==> src/assert_macros.svh <==
// Assertion macros shared by the CBOR head encoder RTL.
// No dependencies; include by bare file name.
`ifndef ASSERT_MACROS_SVH
`define ASSERT_MACROS_SVH

// Check a property on every rising clk edge outside reset.
`define CHK_CLK(label, prop, msg) \
  label: assert property (@(posedge clk) disable iff (!rst_n) (prop)) else $error(msg);

// Check that cond_a on one edge implies cond_b on the next edge.
`define CHK_NEXT(label, cond_a, cond_b, msg) \
  label: assert property (@(posedge clk) disable iff (!rst_n) (cond_a) |=> (cond_b)) \
    else $error(msg);

`endif

==> src/cbhe_pkg.sv <==
// Package for the CBOR head encoder: transaction types, mode codes and constants.
// No dependencies.
`default_nettype none

package cbhe_pkg;

  // Mode codes of the func field
  localparam logic [2:0] FUNC_SHORTEST = 3'd0;
  localparam logic [2:0] FUNC_ARG8     = 3'd1;
  localparam logic [2:0] FUNC_ARG16    = 3'd2;
  localparam logic [2:0] FUNC_ARG32    = 3'd3;
  localparam logic [2:0] FUNC_ARG64    = 3'd4;
  localparam logic [2:0] FUNC_RAW      = 3'd5;

  // Additional-information codes
  localparam logic [4:0] AI_ONE_BYTE   = 5'd24;
  localparam logic [4:0] AI_TWO_BYTE   = 5'd25;
  localparam logic [4:0] AI_FOUR_BYTE  = 5'd26;
  localparam logic [4:0] AI_EIGHT_BYTE = 5'd27;

  localparam int QUEUE_DEPTH_DEF = 2;

  typedef struct packed {
    logic [2:0]  func;
    logic [2:0]  major_type;
    logic [63:0] arg_value;
    logic [7:0]  raw_byte;
    logic [15:0] room;
  } cbhe_in_t;

  typedef struct packed {
    logic [7:0] out_byte;
    logic       last_byte;
    logic       fits;
    logic [3:0] head_len;
  } cbhe_out_t;

  // Classified command: head byte, argument left-aligned (next byte on top)
  typedef struct packed {
    logic [7:0]  head;
    logic [63:0] arg;
    logic [3:0]  nargs;
    logic [3:0]  head_len;
    logic        fits;
  } cbhe_cmd_t;

endpackage

`default_nettype wire

==> src/cbhe_front.sv <==
// Front end: accepts requests, classifies them into head commands.
// Depends on cbhe_pkg.
`default_nettype none

module cbhe_front import cbhe_pkg::*; (
  input  wire logic       clk,
  input  wire logic       rst_n,
  input  wire logic       start,
  output logic            busy,
  input  wire cbhe_in_t   in_item,
  input  wire logic       q_full,
  output logic            q_push,
  output cbhe_cmd_t       q_cmd
);

  logic      valid_r, valid_nxt;
  cbhe_cmd_t cmd_r, cmd_nxt;
  logic      accept;

  logic [4:0]  ai;
  logic [3:0]  nargs;
  logic [3:0]  len;
  logic [7:0]  head;
  logic [63:0] arg_al;
  logic [63:0] v;

  assign busy   = valid_r && q_full;
  assign accept = start && !busy;
  assign q_push = valid_r && !q_full;
  assign q_cmd  = cmd_r;

  // Classify the request
  always_comb begin
    v     = in_item.arg_value;
    ai    = 5'd0;
    nargs = 4'd0;
    unique case (in_item.func)
      FUNC_ARG8: begin
        v = {56'd0, in_item.arg_value[7:0]};
        if (in_item.arg_value[7:0] < 8'd24) begin
          ai = in_item.arg_value[4:0];
        end else begin
          ai    = AI_ONE_BYTE;
          nargs = 4'd1;
        end
      end
      FUNC_ARG16: begin
        ai    = AI_TWO_BYTE;
        nargs = 4'd2;
      end
      FUNC_ARG32: begin
        ai    = AI_FOUR_BYTE;
        nargs = 4'd4;
      end
      FUNC_ARG64: begin
        ai    = AI_EIGHT_BYTE;
        nargs = 4'd8;
      end
      FUNC_RAW: begin
        ai    = 5'd0;
        nargs = 4'd0;
      end
      default: begin
        if (v < 64'd24) begin
          ai = v[4:0];
        end else if (v <= 64'hFF) begin
          ai    = AI_ONE_BYTE;
          nargs = 4'd1;
        end else if (v <= 64'hFFFF) begin
          ai    = AI_TWO_BYTE;
          nargs = 4'd2;
        end else if (v <= 64'hFFFF_FFFF) begin
          ai    = AI_FOUR_BYTE;
          nargs = 4'd4;
        end else begin
          ai    = AI_EIGHT_BYTE;
          nargs = 4'd8;
        end
      end
    endcase

    head = (in_item.func == FUNC_RAW) ? in_item.raw_byte : {in_item.major_type, ai};
    len  = nargs + 4'd1;

    // Left-align the argument so its most significant byte leaves first
    case (nargs)
      4'd1:    arg_al = {v[7:0], 56'd0};
      4'd2:    arg_al = {v[15:0], 48'd0};
      4'd4:    arg_al = {v[31:0], 32'd0};
      default: arg_al = v;
    endcase

    if (in_item.room < {12'd0, len}) begin
      cmd_nxt.head     = 8'd0;
      cmd_nxt.arg      = 64'd0;
      cmd_nxt.nargs    = 4'd0;
      cmd_nxt.head_len = 4'd0;
      cmd_nxt.fits     = 1'b0;
    end else begin
      cmd_nxt.head     = head;
      cmd_nxt.arg      = arg_al;
      cmd_nxt.nargs    = nargs;
      cmd_nxt.head_len = len;
      cmd_nxt.fits     = 1'b1;
    end
  end

  always_comb begin
    if (accept) begin
      valid_nxt = 1'b1;
    end else if (q_push) begin
      valid_nxt = 1'b0;
    end else begin
      valid_nxt = valid_r;
    end
  end

  always_ff @(posedge clk) begin
    if (!rst_n) begin
      valid_r <= 1'b0;
    end else begin
      valid_r <= valid_nxt;
    end
  end

  always_ff @(posedge clk) begin
    if (accept) begin
      cmd_r <= cmd_nxt;
    end
  end

endmodule

`default_nettype wire

==> src/cbhe_queue.sv <==
// Command queue between front end and byte emitter.
// Depends on cbhe_pkg and assert_macros.svh.
`default_nettype none

module cbhe_queue import cbhe_pkg::*; #(
  parameter int DEPTH = QUEUE_DEPTH_DEF
) (
  input  wire logic      clk,
  input  wire logic      rst_n,
  input  wire logic      push,
  input  wire cbhe_cmd_t push_cmd,
  input  wire logic      pop,
  output logic           full,
  output logic           empty,
  output cbhe_cmd_t      head_cmd
);
`include "assert_macros.svh"

  localparam int PW = (DEPTH > 1) ? $clog2(DEPTH) : 1;
  localparam int CW = $clog2(DEPTH + 1);

  cbhe_cmd_t       entry_r [DEPTH];
  logic [PW-1:0]   wr_ptr_r, wr_ptr_nxt;
  logic [PW-1:0]   rd_ptr_r, rd_ptr_nxt;
  logic [CW-1:0]   count_r, count_nxt;

  assign full     = (count_r == CW'(DEPTH));
  assign empty    = (count_r == '0);
  assign head_cmd = entry_r[rd_ptr_r];

  always_comb begin
    wr_ptr_nxt = wr_ptr_r;
    rd_ptr_nxt = rd_ptr_r;
    count_nxt  = count_r;
    if (push) begin
      wr_ptr_nxt = (wr_ptr_r == PW'(DEPTH - 1)) ? '0 : wr_ptr_r + 1'b1;
    end
    if (pop) begin
      rd_ptr_nxt = (rd_ptr_r == PW'(DEPTH - 1)) ? '0 : rd_ptr_r + 1'b1;
    end
    if (push && !pop) begin
      count_nxt = count_r + 1'b1;
    end else if (pop && !push) begin
      count_nxt = count_r - 1'b1;
    end
  end

  always_ff @(posedge clk) begin
    if (!rst_n) begin
      wr_ptr_r <= '0;
      rd_ptr_r <= '0;
      count_r  <= '0;
    end else begin
      wr_ptr_r <= wr_ptr_nxt;
      rd_ptr_r <= rd_ptr_nxt;
      count_r  <= count_nxt;
    end
  end

  always_ff @(posedge clk) begin
    if (push) begin
      entry_r[wr_ptr_r] <= push_cmd;
    end
  end

  `CHK_CLK(a_no_overflow, !(push && full), "queue push while full")
  `CHK_CLK(a_no_underflow, !(pop && empty), "queue pop while empty")

endmodule

`default_nettype wire

==> src/cbhe_back.sv <==
// Byte emitter: pops head commands and sends one byte per cycle.
// Depends on cbhe_pkg and assert_macros.svh.
`default_nettype none

module cbhe_back import cbhe_pkg::*; (
  input  wire logic      clk,
  input  wire logic      rst_n,
  input  wire logic      q_empty,
  input  wire cbhe_cmd_t q_cmd,
  output logic           q_pop,
  output logic           out_strobe,
  output cbhe_out_t      out_item
);
`include "assert_macros.svh"

  logic [3:0]  remaining_r, remaining_nxt;
  logic [63:0] shift_r, shift_nxt;
  logic [3:0]  len_r, len_nxt;
  logic        strobe_r, strobe_nxt;
  cbhe_out_t   item_r, item_nxt;

  assign q_pop      = (remaining_r == 4'd0) && !q_empty;
  assign out_strobe = strobe_r;
  assign out_item   = item_r;

  always_comb begin
    remaining_nxt = remaining_r;
    shift_nxt     = shift_r;
    len_nxt       = len_r;
    strobe_nxt    = 1'b0;
    item_nxt      = item_r;
    if (remaining_r != 4'd0) begin
      // Advance through argument bytes, most significant first
      strobe_nxt         = 1'b1;
      item_nxt.out_byte  = shift_r[63:56];
      item_nxt.last_byte = (remaining_r == 4'd1);
      item_nxt.fits      = 1'b1;
      item_nxt.head_len  = len_r;
      shift_nxt          = {shift_r[55:0], 8'h00};
      remaining_nxt      = remaining_r - 4'd1;
    end else if (!q_empty) begin
      strobe_nxt         = 1'b1;
      item_nxt.out_byte  = q_cmd.head;
      item_nxt.last_byte = (q_cmd.nargs == 4'd0);
      item_nxt.fits      = q_cmd.fits;
      item_nxt.head_len  = q_cmd.head_len;
      shift_nxt          = q_cmd.arg;
      remaining_nxt      = q_cmd.nargs;
      len_nxt            = q_cmd.head_len;
    end
  end

  always_ff @(posedge clk) begin
    if (!rst_n) begin
      remaining_r <= 4'd0;
      strobe_r    <= 1'b0;
    end else begin
      remaining_r <= remaining_nxt;
      strobe_r    <= strobe_nxt;
    end
  end

  always_ff @(posedge clk) begin
    shift_r <= shift_nxt;
    len_r   <= len_nxt;
    item_r  <= item_nxt;
  end

  `CHK_CLK(a_rem_range, remaining_r <= 4'd8, "argument byte count out of range")
  `CHK_CLK(a_more_follow, !(strobe_r && !item_r.last_byte) || (remaining_r != 4'd0),
    "non-final byte sent with nothing pending")
  `CHK_CLK(a_nofit_len, !(strobe_r && !item_r.fits) || (item_r.head_len == 4'd0 &&
    item_r.last_byte), "no-room result must be a single zero-length result")
  `CHK_NEXT(a_arg_follows, strobe_r && !item_r.last_byte, strobe_r,
    "gap inside a head")

endmodule

`default_nettype wire

==> src/cbhe_top.sv <==
// Core of the CBOR head encoder: wires the front end, command queue and byte emitter.
// Depends on cbhe_pkg, cbhe_front, cbhe_queue, cbhe_back.
`default_nettype none

module cbhe_top import cbhe_pkg::*; #(
  parameter int QUEUE_DEPTH = QUEUE_DEPTH_DEF
) (
  input  wire logic     clk,
  input  wire logic     rst_n,
  input  wire logic     start,
  output logic          busy,
  input  wire cbhe_in_t in_item,
  output logic          out_strobe,
  output cbhe_out_t     out_item
);

  cbhe_cmd_t push_cmd, head_cmd;
  logic      push, pop, full, empty;

  // Classify requests and hold one until the queue has room
  cbhe_front u_front (
    .clk     (clk),
    .rst_n   (rst_n),
    .start   (start),
    .busy    (busy),
    .in_item (in_item),
    .q_full  (full),
    .q_push  (push),
    .q_cmd   (push_cmd)
  );

  cbhe_queue #(.DEPTH(QUEUE_DEPTH)) u_queue (
    .clk      (clk),
    .rst_n    (rst_n),
    .push     (push),
    .push_cmd (push_cmd),
    .pop      (pop),
    .full     (full),
    .empty    (empty),
    .head_cmd (head_cmd)
  );

  cbhe_back u_back (
    .clk        (clk),
    .rst_n      (rst_n),
    .q_empty    (empty),
    .q_cmd      (head_cmd),
    .q_pop      (pop),
    .out_strobe (out_strobe),
    .out_item   (out_item)
  );

endmodule

`default_nettype wire

==> src/cbor_head_encoder_top.sv <==
// Top level of the CBOR head encoder: front end, command queue, byte emitter.
// Depends on cbhe_pkg and cbhe_top.
//
//   channel | ports                      | handshake
//   --------+----------------------------+-------------------------------------
//   request | start, busy, in_item       | transaction taken when start && !busy
//   result  | out_strobe, out_item       | one byte per strobe cycle, no stall
//
// Each request yields one result per head byte (1, 2, 3, 5 or 9 bytes), or a
// single result when the head does not fit; the byte emitter sends one byte
// per cycle while commands are queued, and requests are taken during a head.
// The first byte passes the front register, then a queue entry, then the
// output register; a full queue can hold it in the front register.
// Reset (rst_n low, synchronous) empties the front register and the queue.
// busy rises only when the front register holds a command and the queue is
// full; the receiver never stalls the emitter.
`default_nettype none

module cbor_head_encoder_top import cbhe_pkg::*; #(
  parameter int QUEUE_DEPTH = QUEUE_DEPTH_DEF
) (
  input  wire logic     clk,
  input  wire logic     rst_n,
  input  wire logic     start,
  output logic          busy,
  input  wire cbhe_in_t in_item,
  output logic          out_strobe,
  output cbhe_out_t     out_item
);

  // Hand everything to the core; the queue depth sets how many classified
  // transactions can wait behind the one being emitted.
  cbhe_top #(.QUEUE_DEPTH(QUEUE_DEPTH)) u_core (
    .clk        (clk),
    .rst_n      (rst_n),
    .start      (start),
    .busy       (busy),
    .in_item    (in_item),
    .out_strobe (out_strobe),
    .out_item   (out_item)
  );

endmodule

`default_nettype wire
==> config.mk <==
export PLATFORM = sky130hd
export DESIGN_NAME = cbor_head_encoder_top
export DESIGN_NICKNAME = d
export VERILOG_FILES = /design/src/cbhe_pkg.sv /design/src/cbhe_front.sv /design/src/cbhe_queue.sv /design/src/cbhe_back.sv /design/src/cbhe_top.sv /design/src/cbor_head_encoder_top.sv
export VERILOG_INCLUDE_DIRS = /design/src /design/src/src
export SDC_FILE = /design/constraint.sdc
export NUM_CORES = 1
export LEC_CHECK = 0
export BUFFER_PORTS_ARGS = -buffer_cell sky130_fd_sc_hd__clkbuf_2
export CAP_MARGIN = 20
export CORE_MARGIN = 8
export CORE_UTILIZATION = 60
export DETAILED_ROUTE_END_ITERATION = 10
export PLACE_DENSITY = 0.88
export SETUP_SLACK_MARGIN = 0.1
export SLEW_MARGIN = 20
export SYNTH_ARGS = -nofsm -noshare
export SYNTH_HDL_FRONTEND = slang
export SYNTH_HIERARCHICAL = 1
export SYNTH_SLANG_ARGS = --single-unit
==> constraint.sdc <==
create_clock -name clk -period 5.71 [get_ports clk]
set_input_delay 0.8565 -clock clk [delete_from_list [all_inputs] [get_ports clk]]
set_output_delay 0.8565 -clock clk [all_outputs]
set_load 0.05 [all_outputs]
==> qor.log, run 1 <==
INFO  clock_tree     skew_pair_late_insertion_delay=0.54ns
INFO  floorplanning  dieWidth=171um
INFO  drt            drt_iter0_drc=1095
INFO  place          gpl.final_weighted_congestion=0.981
INFO  logic_synthesis ys.warnings.count=6
INFO  drt            total_number_of_vias=8988
INFO  clock_tree     clkTransAtPathRegs=0.06ns
INFO  floorplanning  fp.coreArea=0.0235mm^2
INFO  run_status     result_of_the_run=completed
INFO  place          dp.final_hpwl=22600um
INFO  clock_tree     count_of_hold_fix_buffers_inserted_at_cts=0
INFO  sta            worst_clock_skew=0.00938ns
INFO  logic_synthesis ys_async_sr_fraction=0%
INFO  logic_synthesis xor_xnor_portion_of_the_synthesized_cell_area=0.243%
INFO  drt            wl_per_cell=23.4um
INFO  grt            global_route.overflow_total=0
INFO  logic_synthesis synth_compound_gate_area_share=5.89%
INFO  logic_synthesis postSynthRegisterBits=336
INFO  grt            vias_in_the_first_global_route=9041
INFO  sta            setup_tns=0ns
INFO  grt            number_of_antenna_violations_at_the_first_check_in_global_routing=0
INFO  clock_tree     cts_root_buf=clkbuf_16
INFO  logic_synthesis largest_family_of_logic_cells_by_synthesized_area=simple AND/OR/NAND/NOR gates
INFO  logic_synthesis synth.top_cell.area_share=65.8%
INFO  drt            drt_wl_total=34200um
INFO  clock_tree     cts_tree=built
INFO  cells_and_area antennaDiodeCount=0
INFO  grt            grt_first_pass_wirelength=51800um
INFO  cells_and_area final_nets=1230
INFO  job            drv.max_cap_violation_count=0
INFO  logic_synthesis synthTopCellsByArea=edfxtp_1 (66%), mux2_2 (6.3%), nand2_1 (4.2%)
INFO  floorplanning  dieHeight=171um
INFO  cells_and_area post-route-cell-area=0.0162mm^2
INFO  grt            global_route.usage.total=23.2%
INFO  sta            final.min_clock_period=4.77ns
INFO  logic_synthesis synth_largest_area_cell=edfxtp_1
INFO  floorplanning  io_pins=113
INFO  place          preCtsSetupSlack=0.425ns
INFO  floorplanning  floorplan.initialDensity=61.3%
INFO  sta            timing.max_slew.rel_slack=32.9%
INFO  worst_setup_path worstPathArrival=5.06ns
INFO  clock_tree     post-cts-setup-buffer-count=0
INFO  logic_synthesis synth_most_common_cell=edfxtp_1
INFO  clock_tree     cts_max_path_buffers=3
INFO  drt            drt_first_pass_iters=5
INFO  power_and_ir_drop irDropWorstVdd=0.000417V
INFO  floorplanning  die_area=0.0293mm^2
INFO  cells_and_area layout-drive-gt1-share=26.7%
INFO  logic_synthesis synth_sequential_area_ratio=68.5%
INFO  place          placement.cell_area=0.0152mm^2
INFO  power_and_ir_drop power_density=478mW/mm^2
INFO  floorplanning  num_rows=56
INFO  sta            final_critical_path_setup_slack=0.943ns
INFO  worst_setup_path critPathCaptureType=register
INFO  clock_tree     cts_repair_resize_count=0
INFO  clock_tree     ctsHtreeMaxLevel=1
INFO  worst_setup_path critical_path.max_fanout=32
INFO  sta            worst-slew-pin-transition=1.01ns
INFO  logic_synthesis mux_share_of_post_synthesis_cell_area=7.15%
INFO  cells_and_area final_core_util=68.9%
INFO  cells_and_area area_delta_synth_final=12.5%
INFO  worst_setup_path worst-endpoint-required=6.00ns
INFO  grt            pin_count_of_the_biggest_net_entering_global_routing=84
INFO  sta            final.period_utilization=83.5%
INFO  sta            timing.final.max_slew_violations=0
INFO  logic_synthesis synthesis.area_per_instance=14.2um^2
INFO  logic_synthesis synth_adder_area_share=0.867%
INFO  logic_synthesis number_of_flops_mapped_to_enable_cells_by_yosys=316
INFO  sta            rsz0062_at_grt=false
INFO  place          port_buffer_count=112
INFO  logic_synthesis netlist_area=0.0144mm^2
INFO  hold_path      timing.hold.worst.class=reg -> reg
INFO  logic_synthesis synth_flop_cell=edfxtp_1
INFO  power_and_ir_drop p_leak=0.00605uW
INFO  drt            detail-route-antenna-nets=0
INFO  worst_setup_path worstSetupStartpointType=primary input
INFO  logic_synthesis synth_commonest_cells=edfxtp_1 (316), nand2_1 (163), mux2_2 (81)
INFO  sta            timing.final.hold_violations=0
INFO  clock_tree     cts_sinks=336
INFO  logic_synthesis synth_cells=1016
INFO  worst_setup_path critPathKind=in -> reg
INFO  logic_synthesis postSynthNetCount=1123
INFO  drt            drc=0
INFO  logic_synthesis ys_types=66
INFO  sta            timing.fmax=210MHz
INFO  logic_synthesis yosys.area_share.simple=14.5%
INFO  sta            final-setup-viol-count=0
INFO  clock_tree     numCtsBuffers=31
INFO  drt            via_per_inst=6.14
registers in the layout, indices dropped and copies added (netlist names), named ones only:
signal and cells:
u_core/u_front/valid_r 1, u_core/u_queue/count_r 2, u_core/u_back/remaining_r 4, u_core/u_queue/entry_r 162, u_core/u_queue/rd_ptr_r 1, u_core/u_back/out_strobe 1, u_core/u_back/out_item 14, u_core/u_back/shift_r 64
u_core/u_back/len_r 4, u_core/u_queue/wr_ptr_r 1, u_core/u_front/q_cmd 81
per-stage QoR:
| step | hold WS [ns] | cells | total power, uW |
|---|---|---|---|
| detailed placement | 0.430 | 1409 | 5730 |
| floorplan | 0.421 | 1016 | 5220 |
| global placement | 0.423 | 1409 | 5640 |
| finish | 0.445 | 1465 | 7760 |
| CTS | 0.444 | 1465 | 7790 |
| global route | 0.454 | 1465 | 8080 |
path summary, 6_finish.rpt:
check | startpoint | slack, ns | depth (start not counted) | endpoint
worst max register to register | u_core/u_queue/count_r[0]$_SDFFE_PN0P_ | 2.87 | 4 | u_core/u_queue/entry_r[0][31]$_DFFE_PP_
worst max-delay path | in_item[60] | 0.94 | 17 | u_core/u_front/q_cmd[72]$_SDFFCE_PN0P_
worst min-delay path | u_core/u_front/q_cmd[21]$_SDFFCE_PN0P_ | 0.45 | 0 | u_core/u_queue/entry_r[0][21]$_DFFE_PP_
worst min register to register | u_core/u_front/q_cmd[21]$_SDFFCE_PN0P_ | 0.45 | 0 | u_core/u_queue/entry_r[0][21]$_DFFE_PP_
cell usage in the layout (no fill, tap or decap), types with 4 or more instances in the layout:
master | netlist | final
a221o_1 | 7 | 7
clkinv_1 | 0 | 4
nor2b_1 | 8 | 6
o211ai_1 | 5 | 5
inv_1 | 7 | 7
clkinv_2 | 0 | 9
and2_1 | 28 | 27
o21ai_0 | 31 | 31
nor3_1 | 5 | 5
a21oi_1 | 22 | 22
and3_2 | 10 | 10
nor2_1 | 38 | 37
nand2_1 | 163 | 162
mux2_2 | 81 | 81
nand3b_1 | 70 | 70
bufinv_16 | 0 | 4
nand3_1 | 23 | 23
ha_1 | 10 | 10
buf_4 | 4 | 21
clkbuf_1 | 23 | 4
clkbuf_16 | 0 | 31
nor4_1 | 16 | 16
clkbuf_2 | 2 | 112
and2_2 | 4 | 4
dfxtp_1 | 20 | 19
a32oi_1 | 16 | 16
edfxtp_1 | 316 | 316
mux2i_1 | 12 | 12
a21boi_0 | 11 | 11
where the power goes:
part	internal, uW	switching, uW
Combinational	682	1370
Clock	1200	846
Sequential	3420	246
area by class of cell:
type / count / area, um^2
clock buffers: 37 / 818
inverters: 8 / 32.5
flip-flops and latches: 336 / 9890
well taps: 319 / 399
clock inverters: 19 / 196
fillers: 1570 / 7320
multi-input cells: 613 / 4170
repair buffers: 133 / 718
cell families after synthesis:
logic type      count (synthesis)
fa+ha+maj                      10
mux                            93
flops                         336
simple gates                  390
buf+inv                        67
compound gates                116
xor+xnor                        4
worst max-delay path, stage by stage:
cell	delay, ns
clkbuf_2	0.09
nor4_1	0.48
nand4_4	0.35
nor4_4	0.49
nor2_1	0.06
or2_2	0.33
inv_1	0.12
ha_1	0.17
xor2_1	0.21
ha_1	0.29
nand3_1	0.09
and3_2	0.19
nand3_2	0.09
o21ai_4	0.41
inv_4	0.13
and3_4	0.29
a221o_2	0.41
layer usage:
metal,global-route usage (%),up-vias,wire length [um]
li1,-,4013,-
met1,33.1,4407,14400
met2,37.2,507,16100
met3,3.41,61,2990
met4,6.16,0,723
met5,0,-,0
Note: power is estimated with default switching activity, not from simulation.
==> run 2: changes to the inputs <==
Settings changed: CORE_UTILIZATION 60 to 54, PLACE_DENSITY 0.88 to 0.84.
Clock period 5.71 ns to 4 ns, I/O delays scaled along.
==> qor.log, run 2 (same netlist as run 1, synthesis figures left out) <==
INFO  place          placement.cell_area=0.0162mm^2
INFO  worst_setup_path reg2reg_setup_slack=1.46ns
INFO  cells_and_area post-route-cell-area=0.0172mm^2
INFO  power_and_ir_drop p_leak=0.00659uW
INFO  drt            detail-route-antenna-nets=0
INFO  cells_and_area final_nets=1340
INFO  cells_and_area area_delta_synth_final=18.9%
INFO  power_and_ir_drop power_density=640mW/mm^2
INFO  sta            final-setup-viol-count=0
INFO  cells_and_area mostFrequentLayoutCell=edfxtp_1
INFO  drt            via_per_inst=5.85
INFO  cells_and_area registers.top_by_ff_count=u_core/u_queue/entry_r
INFO  drt            drt_wl_total=35200um
INFO  job            drv.max_cap_violation_count=0
INFO  worst_setup_path critPathCaptureType=register
INFO  drt            total_number_of_vias=9333
INFO  sta            timing.fmax=268MHz
INFO  worst_setup_path timing.critical_path.slowest_cell_delay=0.38ns
INFO  worst_setup_path timing.rr.start=u_core/u_queue/count_r[0]$_SDFFE_PN0P_
INFO  clock_tree     ctsHtreeMaxLevel=1
INFO  clock_tree     cts_tree=built
INFO  hold_path      min_delay_path_depth=2
INFO  sta            timing.max_slew.rel_slack=36.0%
INFO  grt            global_route.overflow_total=0
INFO  floorplanning  dieHeight=179um
INFO  sta            timing.final.max_slew_violations=0
INFO  sta            worst_clock_skew=0.00997ns
INFO  worst_setup_path worstRegToRegCells=4
INFO  sta            rsz0062_at_grt=false
INFO  floorplanning  fp.coreArea=0.0266mm^2
INFO  worst_setup_path worstPathArrival=4.02ns
INFO  floorplanning  floorplan.initialDensity=54.3%
INFO  sta            worst-slew-pin-transition=0.957ns
INFO  grt            number_of_antenna_violations_at_the_first_check_in_global_routing=2
INFO  drt            wl_per_cell=22.1um
INFO  worst_setup_path reg2reg_to=u_core/u_queue/entry_r[0][47]$_DFFE_PP_
INFO  worst_setup_path path_cells=clkbuf_2 > nor4_1 > buf_4 > o211ai_1 > nor4_4 > buf_4 > nor2_1 > or2_4 > inv_2 > ha_1 > xor2_1 > ha_1 > nand3_1 > and3_2 > nand3_2 > o21ai_4 > inv_4 > and3_4 > a221o_2
INFO  place          dp.final_hpwl=24400um
INFO  drt            drt_first_pass_iters=5
INFO  power_and_ir_drop irDropWorstVdd=0.000588V
INFO  floorplanning  num_rows=60
INFO  worst_setup_path timing.critical_path.slowest_stage_cell=a221o_2
INFO  cells_and_area number_of_flip_flops_in_the_largest_register=162
INFO  cells_and_area layout-drive-gt1-share=33.7%
INFO  clock_tree     cts_sinks=336
INFO  hold_path      timing.hold.worst.class=in -> reg
INFO  cells_and_area antennaDiodeCount=0
INFO  worst_setup_path worst-path-buf-inv=5
INFO  cells_and_area final_cell_mix=edfxtp_1 (316), nand2_1 (162), buf_4 (127), clkbuf_2 (112), mux2_2 (81)
INFO  grt            global_route.usage.total=21.2%
INFO  drt            drt_iter0_drc=1112
INFO  grt            vias_in_the_first_global_route=9576
INFO  drt            drc=0
INFO  clock_tree     cts_max_path_buffers=3
INFO  hold_path      hold_path.startpoint=start
INFO  clock_tree     skew_pair_late_insertion_delay=0.54ns
INFO  grt            grt_first_pass_wirelength=54000um
INFO  run_status     result_of_the_run=completed
INFO  clock_tree     count_of_hold_fix_buffers_inserted_at_cts=0
INFO  sta            final.min_clock_period=3.73ns
INFO  floorplanning  io_pins=113
INFO  floorplanning  die_area=0.0322mm^2
INFO  worst_setup_path worstSetupStartpointType=primary input
INFO  sta            timing.final.hold_violations=0
INFO  place          port_buffer_count=112
INFO  worst_setup_path critPathKind=in -> reg
INFO  clock_tree     cts_root_buf=clkbuf_16
INFO  cells_and_area final_core_util=64.5%
INFO  worst_setup_path path_delay_family=simple AND/OR/NAND/NOR gates
INFO  worst_setup_path critical_path.max_fanout=10
INFO  floorplanning  dieWidth=179um
INFO  clock_tree     numCtsBuffers=30
INFO  place          gpl.final_weighted_congestion=0.923
INFO  worst_setup_path worst-endpoint-required=4.29ns
INFO  sta            final.period_utilization=93.2%
INFO  hold_path      whs_endpoint=u_core/u_front/valid_r$_SDFFE_PN0P_
INFO  clock_tree     clkTransAtPathRegs=0.06ns
INFO  grt            pin_count_of_the_biggest_net_entering_global_routing=82
## run 2: changes by cell type in the layout (fill, tap and decap cells not counted), sizes merged
cell and change:
bufinv -2, inv +1, clkinv -3, buf +111, clkbuf +1
## run 2: routing by layer
layer / track usage [%] / vias to the layer above / wire [um]
met1: 27.3 / 4543 / 14300
met2: 35.7 / 477 / 16900
met5: 0 / - / 20
met4: 6.77 / 4 / 1030
li1: - / 4238 / -
met3: 4.11 / 71 / 2970
## run 2: worst max path at each step
stage | startpoint | endpoint | cells after the start
floorplan | in_item[52] | u_core/u_front/q_cmd[66]$_SDFFCE_PN0P_ | 18
CTS | in_item[86] | u_core/u_front/q_cmd[65]$_SDFFCE_PN0P_ | 18
detailed placement | in_item[86] | u_core/u_front/q_cmd[72]$_SDFFCE_PN0P_ | 18
finish | in_item[39] | u_core/u_front/q_cmd[72]$_SDFFCE_PN0P_ | 19
global placement | in_item[86] | u_core/u_front/q_cmd[53]$_SDFFCE_PN0P_ | 18
global route | in_item[35] | u_core/u_front/q_cmd[72]$_SDFFCE_PN0P_ | 19
## run 2: area by class of cell
| type | instances | area (um^2) |
|---|---|---|
| Clock buffer | 38 | 812 |
| Sequential cell | 336 | 9890 |
| Timing Repair Buffer | 244 | 1610 |
| Clock inverter | 15 | 126 |
| Inverter | 8 | 32.5 |
| Fill cell | 1861 | 9420 |
| Multi-Input combinational cell | 613 | 4250 |
| Tap cell | 341 | 427 |
## run 2: timing repair
action                                  CTS  global route
endpoints found under the setup margin    0            50
buffers inserted                          0             0
resized for setup                         0             4
endpoints found under the hold margin     0             0
## run 2: where the power goes
part | switching [uW] | leakage (uW) | total (uW) | internal, uW
logic | 1890 | 0.00291 | 2970 | 1080
clock network | 1170 | 0.000463 | 2730 | 1560
registers | 407 | 0.00322 | 5290 | 4880
total | 3470 | 0.00659 | 11000 | 7510
## run 2: through the flow
stage          total power [uW]  hold slack [ns]  setup TNS (ns)  instances  setup slack, ns
2_1_floorplan              7450            0.421           -4.37       1016           -0.264
3_3_place_gp               8140            0.422          -12.91       1542           -0.298
3_5_place_dp               8270            0.434          -20.47       1542           -0.394
4_1_cts                   11000            0.294               0       1595            0.157
5_1_grt                   11500            0.306               0       1595            0.125
6_report                  11000            0.305               0       1595            0.272
==> run 3: changes to the inputs <==
Settings changed: PLACE_DENSITY 0.84 to 0.72.
==> qor.log, run 3 (same netlist as run 1, synthesis figures left out) <==
INFO  clock_tree     cts_max_path_buffers=3
INFO  drt            total_number_of_vias=9091
INFO  worst_setup_path critical_path.max_fanout=10
INFO  sta            whs=0.311ns
INFO  sta            timing.max_slew.rel_slack=40.2%
INFO  worst_setup_path reg2reg_to=u_core/u_back/shift_r[56]$_DFFE_PP_
INFO  clock_tree     count_of_hold_fix_buffers_inserted_at_cts=0
INFO  grt            vias_in_the_first_global_route=9462
INFO  sta            final-setup-viol-count=0
INFO  clock_tree     cts_root_buf=clkbuf_16
INFO  cells_and_area antennaDiodeCount=0
INFO  worst_setup_path worstPathArrival=3.94ns
INFO  power_and_ir_drop p_sw_share=31.9%
INFO  clock_tree     cts_sinks=336
INFO  power_and_ir_drop power_density=654mW/mm^2
INFO  hold_path      timing.hold.worst.class=in -> reg
INFO  drt            via_per_inst=5.63
INFO  grt            global_route.usage.total=21.8%
INFO  worst_setup_path worst-endpoint-required=4.26ns
INFO  cells_and_area mostFrequentLayoutCell=edfxtp_1
INFO  grt            global_route.overflow_total=0
INFO  power_and_ir_drop p_leak=0.00672uW
INFO  sta            final.period_utilization=91.9%
INFO  drt            detail-route-antenna-nets=0
INFO  drt            drt_first_pass_iters=5
INFO  power_and_ir_drop reg_power_share=45.7%
INFO  hold_path      whs_endpoint=u_core/u_front/valid_r$_SDFFE_PN0P_
INFO  cells_and_area number_of_flip_flops_in_the_largest_register=162
INFO  place          dp.final_hpwl=24600um
INFO  drt            drt_iter0_drc=924
INFO  drt            wl_per_cell=22.2um
INFO  grt            grt_first_pass_wirelength=54600um
INFO  worst_setup_path timing.critical_path.slowest_cell_delay=0.40ns
INFO  grt            pin_count_of_the_biggest_net_entering_global_routing=82
INFO  drt            drc=0
INFO  sta            worst-slew-pin-transition=0.894ns
INFO  cells_and_area final_cell_mix=edfxtp_1 (316), nand2_1 (162), buf_4 (136), clkbuf_2 (112), mux2_2 (81)
INFO  floorplanning  dieHeight=179um
INFO  sta            final.min_clock_period=3.68ns
INFO  sta            setup_tns=0ns
INFO  power_and_ir_drop p_switching=3630uW
INFO  worst_setup_path timing.critical_path.slowest_stage_cell=a221o_2
INFO  sta            final_critical_path_setup_slack=0.324ns
INFO  sta            timing.final.max_slew_violations=0
INFO  place          preCtsSetupSlack=-0.267ns
INFO  worst_setup_path worstSetupStartpointType=primary input
INFO  cells_and_area final_core_util=65.5%
INFO  floorplanning  fp.coreArea=0.0266mm^2
INFO  clock_tree     clkTransAtPathRegs=0.06ns
INFO  hold_path      hold_path.startpoint=start
INFO  power_and_ir_drop comb_power_share=27.0%
INFO  power_and_ir_drop irDropWorstVdd=0.000522V
INFO  power_and_ir_drop p_int=7750uW
INFO  worst_setup_path path_cells=clkbuf_2 > nor4_2 > buf_4 > nand4_2 > buf_6 > nor4_4 > nor2_1 > or2_4 > inv_2 > ha_1 > xor2_1 > ha_1 > nand3_1 > and3_2 > nand3_2 > o21ai_4 > inv_4 > and3_4 > a221o_2
INFO  sta            timing.final.hold_violations=0
INFO  worst_setup_path reg2reg_setup_slack=1.63ns
INFO  floorplanning  floorplan.initialDensity=54.3%
INFO  power_and_ir_drop power_frac_clock=27.2%
INFO  place          placedCellCount=1549
INFO  floorplanning  num_rows=60
INFO  worst_setup_path worstRegToRegCells=5
INFO  clock_tree     skew_pair_late_insertion_delay=0.51ns
INFO  cells_and_area nFillCells=1951
INFO  floorplanning  io_pins=113
INFO  drt            drt_wl_total=35800um
INFO  sta            timing.fmax=272MHz
INFO  worst_setup_path timing.rr.start=u_core/u_back/remaining_r[0]$_SDFFE_PN0P_
INFO  cells_and_area layout-drive-gt1-share=34.8%
INFO  cells_and_area registers.top_by_ff_count=u_core/u_queue/entry_r
INFO  worst_setup_path critPathCaptureType=register
INFO  cells_and_area final_nets=1355
INFO  clock_tree     cts_tree=built
INFO  sta            rsz0062_at_grt=false
INFO  run_status     result_of_the_run=completed
INFO  clock_tree     numCtsBuffers=35
INFO  place          gpl.final_weighted_congestion=0.945
INFO  sta            worst_clock_skew=0.0190ns
INFO  worst_setup_path timing.critical_path.mode_cell=ha_1
INFO  hold_path      min_delay_path_depth=2
INFO  cells_and_area finalNonFillerCells=1615
INFO  clock_tree     ctsHtreeMaxLevel=2
INFO  worst_setup_path critPathKind=in -> reg
INFO  place          port_buffer_count=112
INFO  job            drv.max_cap_violation_count=0
INFO  floorplanning  die_area=0.0322mm^2
INFO  cells_and_area area_delta_synth_final=20.7%
INFO  grt            number_of_antenna_violations_at_the_first_check_in_global_routing=0
INFO  floorplanning  dieWidth=179um
[run 3: cell types whose count changed in the layout (fill, tap and decap cells not counted)]
| cell | before | now |
|---|---|---|
| clkbuf_8 | 1 | 0 |
| clkinvlp_4 | 1 | 2 |
| buf_4 | 127 | 136 |
| nor4_2 | 8 | 6 |
| clkbuf_16 | 31 | 36 |
| clkinv_8 | 0 | 1 |
| nor4_4 | 2 | 4 |
| buf_6 | 0 | 1 |
| clkinv_2 | 7 | 9 |
| clkinv_1 | 4 | 7 |
| clkinv_4 | 0 | 1 |
| clkbuf_1 | 6 | 3 |
| inv_8 | 0 | 1 |
[run 3: power by group through the flow]
stage                     logic (uW)  clock network (uW)  registers (uW)
after CTS                       3110                3150            5210
after detailed placement        3080                   0            5280
after floorplan                 2070                   0            5380
after global placement          3030                   0            5240
final                           3080                3100            5210
after global routing            3340                3280            5280
[run 3: per-layer routing]
metal / track usage (%) / part of all wire (%) / up-vias
met5: 0 / 0 / -
met4: 6.74 / 3.0 / 0
met3: 3.45 / 6.5 / 65
met2: 34.2 / 45 / 365
met1: 30.9 / 45 / 4388
li1: - / - / 4273
[run 3: what timing repair did]
action                                  CTS  global route
gates resized for setup                   0             7
endpoints found under the setup margin    0            41
setup buffers                             0             3
[run 3: cell type report]
class                      count  area, um^2  share of cell area [%]
timing repair buffer         254        1690                    9.72
clock buffer                  39         912                    5.24
clock inverter                24         191                    1.10
multi-input combinational    613        4260                    24.5
sequential                   336        9890                    56.8
inverter                       8        32.5                   0.187
tap                          341         427                    2.45
[run 3: worst max-delay path by stage]
stage	from	to	slack, ns	cells past startpoint
after floorplan	in_item[52]	u_core/u_front/q_cmd[66]$_SDFFCE_PN0P_	-0.26	18
after global placement	in_item[60]	u_core/u_front/q_cmd[65]$_SDFFCE_PN0P_	-0.19	17
after detailed placement	in_item[60]	u_core/u_front/q_cmd[72]$_SDFFCE_PN0P_	-0.27	17
after CTS	in_item[84]	u_core/u_front/q_cmd[51]$_SDFFCE_PN0P_	0.24	17
after global routing	in_item[84]	u_core/u_front/q_cmd[72]$_SDFFCE_PN0P_	0.1	19
final	in_item[84]	u_core/u_front/q_cmd[72]$_SDFFCE_PN0P_	0.32	19
[run 3: through the flow]
stage | power, uW | area, um^2
3_3_place_gp | 8270 | 16200
5_1_grt | 11900 | 17400
2_1_floorplan | 7450 | 14500
4_1_cts | 11500 | 17300
3_5_place_dp | 8360 | 16200
6_report | 11400 | 17400
[run 3: critical path, delay by kind of cell]
| kind | cells | cell delay, ns |
|---|---|---|
| compound gates | 2 | 0.68 |
| xor+xnor | 1 | 0.20 |
| fa+ha+maj | 2 | 0.44 |
| buf+inv | 5 | 0.54 |
| simple gates | 9 | 1.47 |
